### config.mk
export PLATFORM = sky130hd
export DESIGN_NAME = rgba_channel_rle_encoder_top
export DESIGN_NICKNAME = d
export VERILOG_FILES = /design/src/design/rce_pkg.sv /design/src/design/rce_front.sv /design/src/design/rce_queue.sv /design/src/design/rce_back.sv /design/src/design/rgba_channel_rle_encoder_top.sv
export SDC_FILE = /design/constraint.sdc
export NUM_CORES = 1
export LEC_CHECK = 0
export BUFFER_PORTS_ARGS = -buffer_cell sky130_fd_sc_hd__buf_2
export CORE_ASPECT_RATIO = 0.75
export CORE_UTILIZATION = 67
export CTS_CLUSTER_SIZE = 20
export DETAILED_ROUTE_END_ITERATION = 7
export GPL_TIMING_DRIVEN = 1
export MAX_ROUTING_LAYER = met4
export PLACE_DENSITY = 0.86
export SYNTH_ARGS = -nofsm -noshare
export SYNTH_HDL_FRONTEND = slang
export SYNTH_SLANG_ARGS = --single-unit
export TNS_END_PERCENT = 1
### constraint.sdc
create_clock -name clk -period 21.2 [get_ports clk]
set_input_delay 1.06 -clock clk [delete_from_list [all_inputs] [get_ports clk]]
set_output_delay 1.06 -clock clk [all_outputs]
set_load 0.02 [all_outputs]
### src/design/rce_pkg.sv
`default_nettype none

package rce_pkg;

  // Number of color channels per pixel and records a pixel can cause.
  localparam int CHANNELS = 4;
  localparam int NREC     = 2 * CHANNELS;
  localparam int REC_IW   = $clog2(NREC);

  // Queue between the classifier and the record sequencer.
  localparam int QDEPTH   = 2;
  localparam int QAW      = $clog2(QDEPTH);
  localparam int QCW      = $clog2(QDEPTH + 1);

  localparam logic [6:0] MAX_RUN_RESET = 7'd127;

  typedef struct packed {
    logic [7:0] red_byte;
    logic [7:0] green_byte;
    logic [7:0] blue_byte;
    logic [7:0] alpha_byte;
    logic       last_pixel;
  } pix_t;

  typedef struct packed {
    logic [1:0] channel;
    logic [6:0] run_length;
    logic [7:0] run_value;
    logic       last;
    logic       image_end;
  } rec_t;

  // One queued pixel: slots below CHANNELS end runs, slots from CHANNELS up flush them.
  typedef struct packed {
    logic [NREC-1:0]       mask;
    logic [NREC-1:0][6:0]  len;
    logic [NREC-1:0][7:0]  val;
  } job_t;

endpackage

`default_nettype wire

### src/design/rce_front.sv
`default_nettype none

module rce_front import rce_pkg::*; (
  input  wire logic       clk,
  input  wire logic       rst_n,
  input  wire logic       cfg_we,
  input  wire logic [6:0] cfg_wdata,
  input  wire logic       in_valid,
  output logic            in_ready,
  input  wire pix_t       in_data,
  input  wire logic       q_full,
  output logic            q_push,
  output job_t            q_job
);

  logic [6:0]                max_run_r;
  logic                      open_r, open_nxt;
  logic [CHANNELS-1:0][7:0]  byte_r, byte_nxt;
  logic [CHANNELS-1:0][6:0]  cnt_r, cnt_nxt;
  logic [3:0][7:0]           pix_bytes;
  logic                      accept;

  assign pix_bytes = {in_data.alpha_byte, in_data.blue_byte,
                      in_data.green_byte, in_data.red_byte};

  assign in_ready = !q_full;
  assign accept   = in_valid && in_ready;

  // Classify each channel byte against its open run, then flush on an image's last pixel.
  always_comb begin
    q_job    = '0;
    byte_nxt = byte_r;
    cnt_nxt  = cnt_r;
    open_nxt = 1'b1;
    for (int c = 0; c < CHANNELS; c++) begin
      if (!open_r) begin
        byte_nxt[c] = pix_bytes[c];
        cnt_nxt[c]  = 7'd1;
      end else if (pix_bytes[c] == byte_r[c] && cnt_r[c] < max_run_r) begin
        cnt_nxt[c] = 7'(cnt_r[c] + 7'd1);
      end else begin
        q_job.mask[c] = 1'b1;
        q_job.len[c]  = cnt_r[c];
        q_job.val[c]  = byte_r[c];
        byte_nxt[c]   = pix_bytes[c];
        cnt_nxt[c]    = 7'd1;
      end
    end
    if (in_data.last_pixel) begin
      for (int c = 0; c < CHANNELS; c++) begin
        q_job.mask[CHANNELS + c] = 1'b1;
        q_job.len[CHANNELS + c]  = cnt_nxt[c];
        q_job.val[CHANNELS + c]  = byte_nxt[c];
        byte_nxt[c] = '0;
        cnt_nxt[c]  = '0;
      end
      open_nxt = 1'b0;
    end
  end

  // Pixels that cause no record only update the run state.
  assign q_push = accept && (|q_job.mask);

  // Run state and the configuration register.
  always_ff @(posedge clk) begin
    if (!rst_n) begin
      max_run_r <= MAX_RUN_RESET;
      open_r    <= 1'b0;
      byte_r    <= '0;
      cnt_r     <= '0;
    end else begin
      if (cfg_we) begin
        max_run_r <= cfg_wdata;
      end
      if (accept) begin
        open_r <= open_nxt;
        byte_r <= byte_nxt;
        cnt_r  <= cnt_nxt;
      end
    end
  end

endmodule

`default_nettype wire

### src/design/rce_queue.sv
`default_nettype none

module rce_queue import rce_pkg::*; (
  input  wire logic clk,
  input  wire logic rst_n,
  input  wire logic push,
  input  wire job_t push_job,
  output logic      full,
  input  wire logic pop,
  output logic      head_valid,
  output job_t      head_job
);

  job_t               slot_r [QDEPTH];
  logic [QAW-1:0]     wr_ptr_r, rd_ptr_r;
  logic [QCW-1:0]     count_r, count_nxt;

  assign full       = (count_r == QCW'(QDEPTH));
  assign head_valid = (count_r != '0);
  assign head_job   = slot_r[rd_ptr_r];

  always_comb begin
    count_nxt = count_r;
    if (push && !pop) begin
      count_nxt = QCW'(count_r + QCW'(1));
    end else if (pop && !push) begin
      count_nxt = QCW'(count_r - QCW'(1));
    end
  end

  // Pointer and occupancy control.
  always_ff @(posedge clk) begin
    if (!rst_n) begin
      wr_ptr_r <= '0;
      rd_ptr_r <= '0;
      count_r  <= '0;
    end else begin
      if (push) begin
        wr_ptr_r <= (wr_ptr_r == QAW'(QDEPTH - 1)) ? '0 : QAW'(wr_ptr_r + QAW'(1));
      end
      if (pop) begin
        rd_ptr_r <= (rd_ptr_r == QAW'(QDEPTH - 1)) ? '0 : QAW'(rd_ptr_r + QAW'(1));
      end
      count_r <= count_nxt;
    end
  end

  // Job storage.
  always_ff @(posedge clk) begin
    if (push) begin
      slot_r[wr_ptr_r] <= push_job;
    end
  end

`ifndef SYNTHESIS
  a_no_overflow: assert property (@(posedge clk) disable iff (!rst_n)
    !(push && full))
    else $error("queue written while full");
  a_no_underflow: assert property (@(posedge clk) disable iff (!rst_n)
    pop |-> head_valid)
    else $error("queue popped while empty");
  a_count_bound: assert property (@(posedge clk) disable iff (!rst_n)
    count_r <= QCW'(QDEPTH))
    else $error("queue occupancy above its depth");
`endif

endmodule

`default_nettype wire

### src/design/rce_back.sv
`default_nettype none

module rce_back import rce_pkg::*; (
  input  wire logic clk,
  input  wire logic rst_n,
  input  wire logic head_valid,
  input  wire job_t head_job,
  output logic      pop,
  output logic      out_valid,
  input  wire logic out_ready,
  output rec_t      out_data
);

  logic              started_r;
  logic [NREC-1:0]   rem_r;
  logic              out_valid_r, out_valid_nxt;
  rec_t              out_data_r, rec_nxt;
  logic [NREC-1:0]   cur_mask, rem_nxt;
  logic [REC_IW-1:0] idx;
  logic              load;

  assign cur_mask = started_r ? rem_r : head_job.mask;
  assign load     = head_valid && (!out_valid_r || out_ready);

  // Pick the lowest pending record slot of the head job.
  always_comb begin
    idx = '0;
    for (int i = NREC - 1; i >= 0; i--) begin
      if (cur_mask[i]) begin
        idx = REC_IW'(i);
      end
    end
    rem_nxt = cur_mask & ~(NREC'(1) << idx);
  end

  // Build the record for the chosen slot.
  always_comb begin
    rec_nxt.image_end  = (idx >= REC_IW'(CHANNELS));
    rec_nxt.channel    = rec_nxt.image_end ? 2'(idx - REC_IW'(CHANNELS)) : 2'(idx);
    rec_nxt.run_length = head_job.len[idx];
    rec_nxt.run_value  = head_job.val[idx];
    rec_nxt.last       = (rem_nxt == '0);
  end

  assign pop = load && (rem_nxt == '0);

  always_comb begin
    out_valid_nxt = out_valid_r;
    if (load) begin
      out_valid_nxt = 1'b1;
    end else if (out_ready) begin
      out_valid_nxt = 1'b0;
    end
  end

  // Sequencer state and output register.
  always_ff @(posedge clk) begin
    if (!rst_n) begin
      started_r   <= 1'b0;
      rem_r       <= '0;
      out_valid_r <= 1'b0;
    end else begin
      out_valid_r <= out_valid_nxt;
      if (load) begin
        started_r <= (rem_nxt != '0);
        rem_r     <= rem_nxt;
      end
    end
  end

  always_ff @(posedge clk) begin
    if (load) begin
      out_data_r <= rec_nxt;
    end
  end

  assign out_valid = out_valid_r;
  assign out_data  = out_data_r;

`ifndef SYNTHESIS
  a_len_nonzero: assert property (@(posedge clk) disable iff (!rst_n)
    out_valid_r |-> (out_data_r.run_length != '0))
    else $error("record with zero run length");
  a_last_pops: assert property (@(posedge clk) disable iff (!rst_n)
    (load && rec_nxt.last) |=> !started_r)
    else $error("sequencer kept state after the last record of an item");
  a_hold_stalled: assert property (@(posedge clk) disable iff (!rst_n)
    (out_valid_r && !out_ready) |=> (out_valid_r && $stable(out_data_r)))
    else $error("stalled record dropped or changed");
`endif

endmodule

`default_nettype wire

### src/design/rgba_channel_rle_encoder_top.sv
// The first record of a pixel passes through the job queue and then the sequencer's output register.
// A pixel causes 0 to 8 records; the record sequencer drives one record per cycle onto
// the output while the receiver does not stall it.
// A two-entry job queue lets pixels be classified while earlier records drain.
// Reset (synchronous, rst_n low): runs closed, queue empty, max_run back to 127.
`default_nettype none

module rgba_channel_rle_encoder_top import rce_pkg::*; (
  input  wire logic       clk,
  input  wire logic       rst_n,
  input  wire logic       cfg_we,
  input  wire logic [6:0] cfg_wdata,
  input  wire logic       in_valid,
  output logic            in_ready,
  input  wire pix_t       in_data,
  output logic            out_valid,
  input  wire logic       out_ready,
  output rec_t            out_data
);

  logic q_full, q_push, q_pop, q_head_valid;
  job_t q_job, q_head;

  rce_front u_front (
    .clk       (clk),
    .rst_n     (rst_n),
    .cfg_we    (cfg_we),
    .cfg_wdata (cfg_wdata),
    .in_valid  (in_valid),
    .in_ready  (in_ready),
    .in_data   (in_data),
    .q_full    (q_full),
    .q_push    (q_push),
    .q_job     (q_job)
  );

  rce_queue u_queue (
    .clk        (clk),
    .rst_n      (rst_n),
    .push       (q_push),
    .push_job   (q_job),
    .full       (q_full),
    .pop        (q_pop),
    .head_valid (q_head_valid),
    .head_job   (q_head)
  );

  rce_back u_back (
    .clk        (clk),
    .rst_n      (rst_n),
    .head_valid (q_head_valid),
    .head_job   (q_head),
    .pop        (q_pop),
    .out_valid  (out_valid),
    .out_ready  (out_ready),
    .out_data   (out_data)
  );

endmodule

`default_nettype wire

### Word-level counts from Yosys, hierarchy flattened

Memories as Yosys holds them, arrays and structs flattened. A register that Yosys moved wholly into a read port is not among the register bits.
Cells that the tools add are included.

| word-level totals | value |
|---|---|
| memories kept | 1 |
| word-level logic and storage cells | 136 |
| input bits | 45 |
| RAM bits | 256 |
| output and inout port bits | 21 |
| flip-flop bits (word level) | 101 |

| cells by class | value |
|---|---|
| mux-type cells | 70 |
| reduce and logical (&&, ||, !) cells | 21 |
| bitwise operators | 2 |
| equal/unequal tests | 5 |
| add/sub/neg operators | 9 |
| order comparisons | 6 |
| shifts and indexed selects | 1 |

Memory list:

| name | words | bits a word | read ports | clocked after memory_dff | write ports | RTL line | text |
|---|---|---|---|---|---|---|---|
| u_queue.slot_r | 2 | 128 | 1 | 1 | 1 | rce_queue.sv:14 | `job_t slot_r [QDEPTH];` |

Operator list:

| kind | count |
|---|---|
| $mux 8 | 18 |
| $mux 7 | 17 |
| $mux 32 | 2 |
| $mux 28 | 2 |
| $eq 8x8->1 | 4 |
| $add 7x1->7 const B | 4 |
| $lt 7x7->1 | 4 |
| $bmux 8 s3 | 1 |
| $mux 3 | 8 |
| $bmux 7 s3 | 1 |
| $mux 1 | 17 |
| $logic_and 1x1->1 | 10 |
| $and 8x8->8 | 1 |
| $logic_not 8->1 | 1 |
| $not 8->8 | 1 |
| $reduce_bool 8->1 | 1 |
| $reduce_or 8->1 | 1 |
| $shl 1x3->8 const A | 1 |
| $mux 2 | 3 |
| $reduce_bool 2->1 | 3 |
| $logic_not 1->1 | 4 |
| $lt 3x4->1 const B | 1 |
| $mux 4 | 1 |
| $sub 2x1->2 const B | 2 |
| 5 further kinds | 6 |

### Logic depth before layout (Yosys ltp)

Gate-level depths: netlist (run 1).

| depth | value |
|---|---|
| depth after elaboration | 17 |
| gate-level depth with buffers | 13 |
| mapped depth without buffers | 12 |

### Hierarchy

From an unflattened synthesis (run 1), not the netlist that was laid out.

| unflattened totals | value |
|---|---|
| cells, all modules | 1325 |
| area total of the unflattened synthesis | 17148.9 um2 |

By module, submodules not included:

| module | sequential area each (um2) | instances | area an instance (um2) | cells an instance |
|---|---|---|---|---|
| rce_queue | 7787.5 | 1 | 9507.9 | 420 |
| rce_front | 1361.3 | 1 | 5012.3 | 662 |
| rce_back | 770.7 | 1 | 2628.8 | 243 |

### Least setup slack after synthesis (run 1)

Ideal clock, no wire load.

| timing | value |
|---|---|
| path kind | input -> register |
| start | input in_valid |
| end | memory u_queue.slot_r[1][0] (netlist name) (enable) |
| data arrival time | 10.732 ns |
| data required time | 20.418 ns |
| cell stages on the path | 6 |
| library setup time | 0.782 ns |
| path slack | 9.686 ns |
| path buffers | 3 |
| path through | and2_1 clkbuf_1 clkbuf_1 buf_1 nand3_1 o21ai_0 |

| between the ends | value |
|---|---|
| word-level cells in the longest chain between the ends | 4 |

Ends and longest elaborated chain:

| what | RTL line | text |
|---|---|---|
| from (decl) | rgba_channel_rle_encoder_top.sv:13 | `input wire logic in_valid,` |
| $logic_and 1x1->1 | rce_front.sv:27 | `assign accept = in_valid && in_ready;` |
| $logic_and 1x1->1 | rce_front.sv:62 | `assign q_push = accept && (\|q_job.mask);` |
| $mux 1 | rce_queue.sv:50 | `if (push) begin` |
| $mux 1 (not written as such) | rce_queue.sv:51 | `slot_r[wr_ptr_r] <= push_job;` |
| to (decl) | rce_queue.sv:14 |  |

Every way passes these cells.

==> results.toml, run 1 <==
[sta]
rsz0062_at_grt = "false"
fin_hold_ws_ns = 0.471
worst_pin_slew_ns = 1.27
hold_violations = 0
setup_viol = 0
maxSlewViolCount = 0
finClkSkew_ns = 0.0120
tns_ns = 0
fmax_mhz = 245
timing.slew.headroom_pct = 14.7
finalCritPeriodShare_pct = 19.2
min_period_ns = 4.08
setup_slack_ns = 17.12

[clocking]
clk_latency_ns = 0.51
h-tree-depth = 2
ctsHoldBuffers = 0
root_buffer = "clkbuf_16"
cts.sinks = 352
clockBufferDepth = 3
cts_resized = 0
cts_buffers = 34
post-cts-setup-buffers = 0
clkTransAtPathRegs_ns = 0.06
cts_tree = "done"

[synthesis]
synth_top_area_share_pct = 50.7
synth_most_common_cell = "edfxtp_1"
synthDistinctLibCells = 59
async_reset_ff_share_pct = 0
synth_flop_cell = "edfxtp_1"
syn_inst = 1246
syn-num-nets = 1320
ys_seq_area_share_pct = 61.1
synth_edf_count = 269
syn_avg_cell_area_um2 = 12.8
synth.area.top_cells = "edfxtp_1, dfxtp_1, mux4_2"
ys_seq_elements = 352
synth_top_area_cell = "edfxtp_1"
ys_warn_count = 0
synth_common_cells = "edfxtp_1, nand2_1, dfxtp_1"
synthesis.area_mm2 = 0.0159

[worst_hold_path]
holdCritPathClass = "reg -> reg"
worstHoldStart = "u_back.rem_r[2]"

[drt]
final_antenna_net_count = 0
drt_iter0_drc = 1261
wl_per_cell_um = 23.2
wl_met1_um = 15200
drt_first_pass_iters = 5
route.met2.wl_um = 17700
highest_layer = "met4"
drt-total-wl_um = 37300
drc = 0
dr_wl_met3_um = 3440
via_per_inst = 6.58
num_vias = 10600

[critical_path]
cp_max_fo = 45
critPathKind = "reg -> reg"
arrival_ns = 4.51
critPathLaunchType = "register"
worstPathRequired_ns = 21.64
cp-end-kind = "register"

[global_route]
antenna_found_initial = 0
grt_pass1_vias = 10300
grt_overflow_total = 0
grt_pass1_wl_um = 57800
grt_max_degree = 86
grtUsageTotal_pct = 32.3

[run]
drv_cap = 0

[layout]
nets = 1359
syn_to_final_growth_pct = 9.89
final_cells = 1610
drive_gt1_share_pct = 15.3
antenna_cells = 0
fillerInstances = 1444

[place]
gp_congestion = 0.926
place_ws_ns = 16.67
io_buffers = 65
dp_cells = 1549
dp_hpwl_um = 22300

[run_status]
status = "completed"

[floorplanning]
die_area_mm2 = 0.0244
num_io_pins = 66
fp.dieH_um = 136
fp.dieW_um = 180
coreArea_mm2 = 0.0232
num_rows = 48
start_util_pct = 68.8

[power]
pwr_density_cell_mw_per_mm2 = 103
leakagePower_nw = 6.33
max-vdd-ir-drop_mv = 0.0804
==> path summary, 6_finish.rpt <==
| path | to | slack [ns] | cells past startpoint |
|---|---|---|---|
| min reg2reg | u_back.rem_r[2] | 0.47 | 2 |
| max reg2reg | u_queue.count_r[1] | 17.12 | 10 |
| min | u_back.rem_r[2] | 0.47 | 2 |
| max | u_queue.count_r[1] | 17.12 | 10 |
==> cells by family (layout without fill, tap and decap cells) <==
kind of cell / after synthesis / in the layout / synth area share [%]
compound gates: 236 / 236 / 10.2
fa+ha+maj: 29 / 29 / 2.28
buf+inv: 104 / 168 / 2.61
xor+xnor: 36 / 36 / 1.98
mux: 100 / 100 / 8.83
simple gates: 389 / 389 / 13.0
flops: 352 / 352 / 61.1
==> critical path, stage by stage (launching register included) <==
cell and delay [ns]:
dfxtp_4 0.89, mux2_2 0.45, mux2i_4 0.27, nand2_2 0.19, nor3_4 0.70, a21oi_2 0.11, nor4_4 0.41, inv_1 0.10
ha_1 0.34, or3_1 0.36, a21boi_0 0.17
==> metal layers <==
metal	up-vias	global-route usage [%]
met3	76	4.22
met2	607	50.6
met1	5143	43.9
met5	-	-
met4	0	11.9
li1	4764	-
==> stage by stage <==
stage                     utilization (%)  area, um^2  total power [mW]
after floorplan                         -       15900              1.15
after global placement               71.2       16500              1.24
after detailed placement             71.2       16500              1.26
after CTS                            75.6       17500              1.81
after global routing                 75.6       17500              1.87
final                                75.6       17500              1.81
==> flip-flops by register name, indices dropped and copies added, names as in the netlist, named ones only <==
register and cells:
u_back.out_data 19, u_back.out_valid 1, u_back.rem_r 8, u_back.started_r 1, u_front.byte_r 32, u_front.cnt_r 28
u_front.max_run_r 7, u_front.open_r 1, u_queue.count_r 2, u_queue.rd_ptr_r 1, u_queue.slot_r 250, u_queue.wr_ptr_r 1
==> layout make-up <==
cell class / count / area [um^2] / area share [%]
Sequential cell: 352 / 9740 / 55.6
Inverter: 23 / 86.3 / 0.493
Clock inverter: 8 / 42.5 / 0.243
Clock buffer: 53 / 973 / 5.56
Timing Repair Buffer: 84 / 468 / 2.67
Tap cell: 300 / 375 / 2.14
Multi-Input combinational cell: 790 / 5830 / 33.3
==> layout by cell type (no fill, tap or decap), types with 31 or more instances in the layout <==
cell and n:
and3_1 62, o21ai_0 31, and2_1 50, clkbuf_16 35, mux2i_1 66, a21boi_0 52
nand2_1 112, edfxtp_1 269, dfxtp_1 81, buf_2 65, nand3_1 55, a21oi_1 32
==> report_power, final <==
group,internal (mW),leakage [nW],switching [mW]
combinational,0.126,2.53,0.250
sequential,0.835,3.31,0.0390
clock,0.317,0.492,0.247
Power figures use the tool's default switching activity.
==> run 2: changes to the inputs <==
Settings changed: CORE_UTILIZATION 67 to 62, PLACE_DENSITY 0.86 to 0.8.
Clock period 21.2 ns to 3.9 ns, I/O delays scaled along.
==> results.toml, run 2 (same netlist as run 1, synthesis figures left out) <==
[layout]
stdcell_area_mm2 = 0.0182
final_cell_mix = "edfxtp_1, nand2_1, dfxtp_1"
syn_to_final_growth_pct = 14.1
top_regs = "u_queue.slot_r: 250 flops, u_front.byte_r: 32 flops, u_front.cnt_r: 28 flops"
max_flop_register = "u_queue.slot_r"
layout_commonest_cell = "edfxtp_1"
drive_gt1_share_pct = 16.4
final_cells = 1697
nets = 1406
largest_register_ffs = 250

[drt]
num_vias = 10600
drt_first_pass_iters = 5
drt-total-wl_um = 37900
drc = 0
via_per_inst = 6.25
final_antenna_net_count = 0
wl_per_cell_um = 22.4
drt_iter0_drc = 1110

[sta]
finalCritPeriodShare_pct = 90.1
setup_viol = 0
setup_slack_ns = 0.387
hold_violations = 0
fmax_mhz = 285
maxSlewViolCount = 0
timing.slew.headroom_pct = 24.7
finClkSkew_ns = 0.0170
min_period_ns = 3.51
fin_hold_ws_ns = 0.0181
worst_pin_slew_ns = 1.13
rsz0062_at_grt = "false"
tns_ns = 0

[clocking]
cts_buffers = 35
root_buffer = "clkbuf_16"
clockBufferDepth = 3
cts_tree = "done"
h-tree-depth = 2
post-cts-setup-buffers = 0
cts.sinks = 352
clkTransAtPathRegs_ns = 0.06
clk_latency_ns = 0.52

[global_route]
grt_pass1_vias = 10500
grt_overflow_total = 0
grtUsageTotal_pct = 30.3
grt_pass1_wl_um = 58900
antenna_found_initial = 1
grt_max_degree = 86

[floorplanning]
num_rows = 50
fp.dieH_um = 141
die_area_mm2 = 0.0264
start_util_pct = 63.6
fp.dieW_um = 187
num_io_pins = 66
coreArea_mm2 = 0.0251

[critical_path]
critPathKind = "in -> reg"
cp-end-kind = "register"
arrival_ns = 3.95
cp_max_fo = 4
critPathLaunchType = "input pin"
worstPathRequired_ns = 4.34

[place]
place_area_mm2 = 0.0167
dp_hpwl_um = 23100
io_buffers = 65
gp_congestion = 0.866
place_ws_ns = 0.470
dp_cells = 1597

[power]
pwr_density_cell_mw_per_mm2 = 564
max-vdd-ir-drop_mv = 0.372
leakagePower_nw = 6.60

[run_status]
status = "completed"

[run]
drv_cap = 0

[worst_hold_path]
holdCritPathClass = "in -> reg"
## run 2: metal layers
| layer | part of all wire [%] | GRT usage (%) |
|---|---|---|
| met3 | 9.0 | 5.65 |
| met2 | 47 | 47.8 |
| met1 | 42 | 40.5 |
| met5 | 0 | - |
| met4 | 2.1 | 8.41 |
## run 2: area by class of cell
cell class	count	area, um^2
Timing Repair Buffer	130	918
Multi-Input combinational cell	790	5850
Fill cell	1660	6900
Inverter	23	86.3
Tap cell	338	423
Clock buffer	48	1010
Sequential cell	352	9750
Clock inverter	15	154
Antenna cell	1	2.50
## run 2: worst max-delay path, stage by stage
cell	delay (ns)
dlygate4sd3_1	0.52
buf_2	0.15
xor2_1	0.15
nor4_1	0.42
nand4_1	0.20
a2111oi_0	0.52
o21ai_1	0.25
nor4_4	0.51
o21ai_0	0.18
ha_1	0.35
or3_1	0.35
a21boi_0	0.16
## run 2: through the flow
stage	utilization, %	power, mW
after floorplan	-	6.17
after CTS	72.5	10.3
after detailed placement	66.4	6.88
final	72.5	10.3
after global placement	66.4	6.84
after global routing	72.5	10.6
## run 2: final timing paths
path / startpoint / end / slack, ns / cells past startpoint
hold / removal: in_data[5] / u_front.byte_r[28] / 0.02 / 3
setup / recovery: in_data[15] / u_queue.count_r[1] / 0.39 / 12
hold reg to reg: u_queue.rd_ptr_r / register / 0.47 / 2
setup reg to reg: u_front.byte_r[22] / u_queue.count_r[1] / 0.40 / 10
## run 2: what timing repair did
item                      4_1_cts  5_1_grt
hold buffers                   36        0
hold endpoints to repair       36        0
resized for setup               0        0
## run 2: where the power goes
group	internal (mW)	total, mW	switching, mW	leakage (nW)
Combinational	0.754	2.13	1.38	2.74
Sequential	4.54	4.74	0.200	3.31
Clock	2.01	3.39	1.38	0.556
Total	7.30	10.3	2.96	6.60
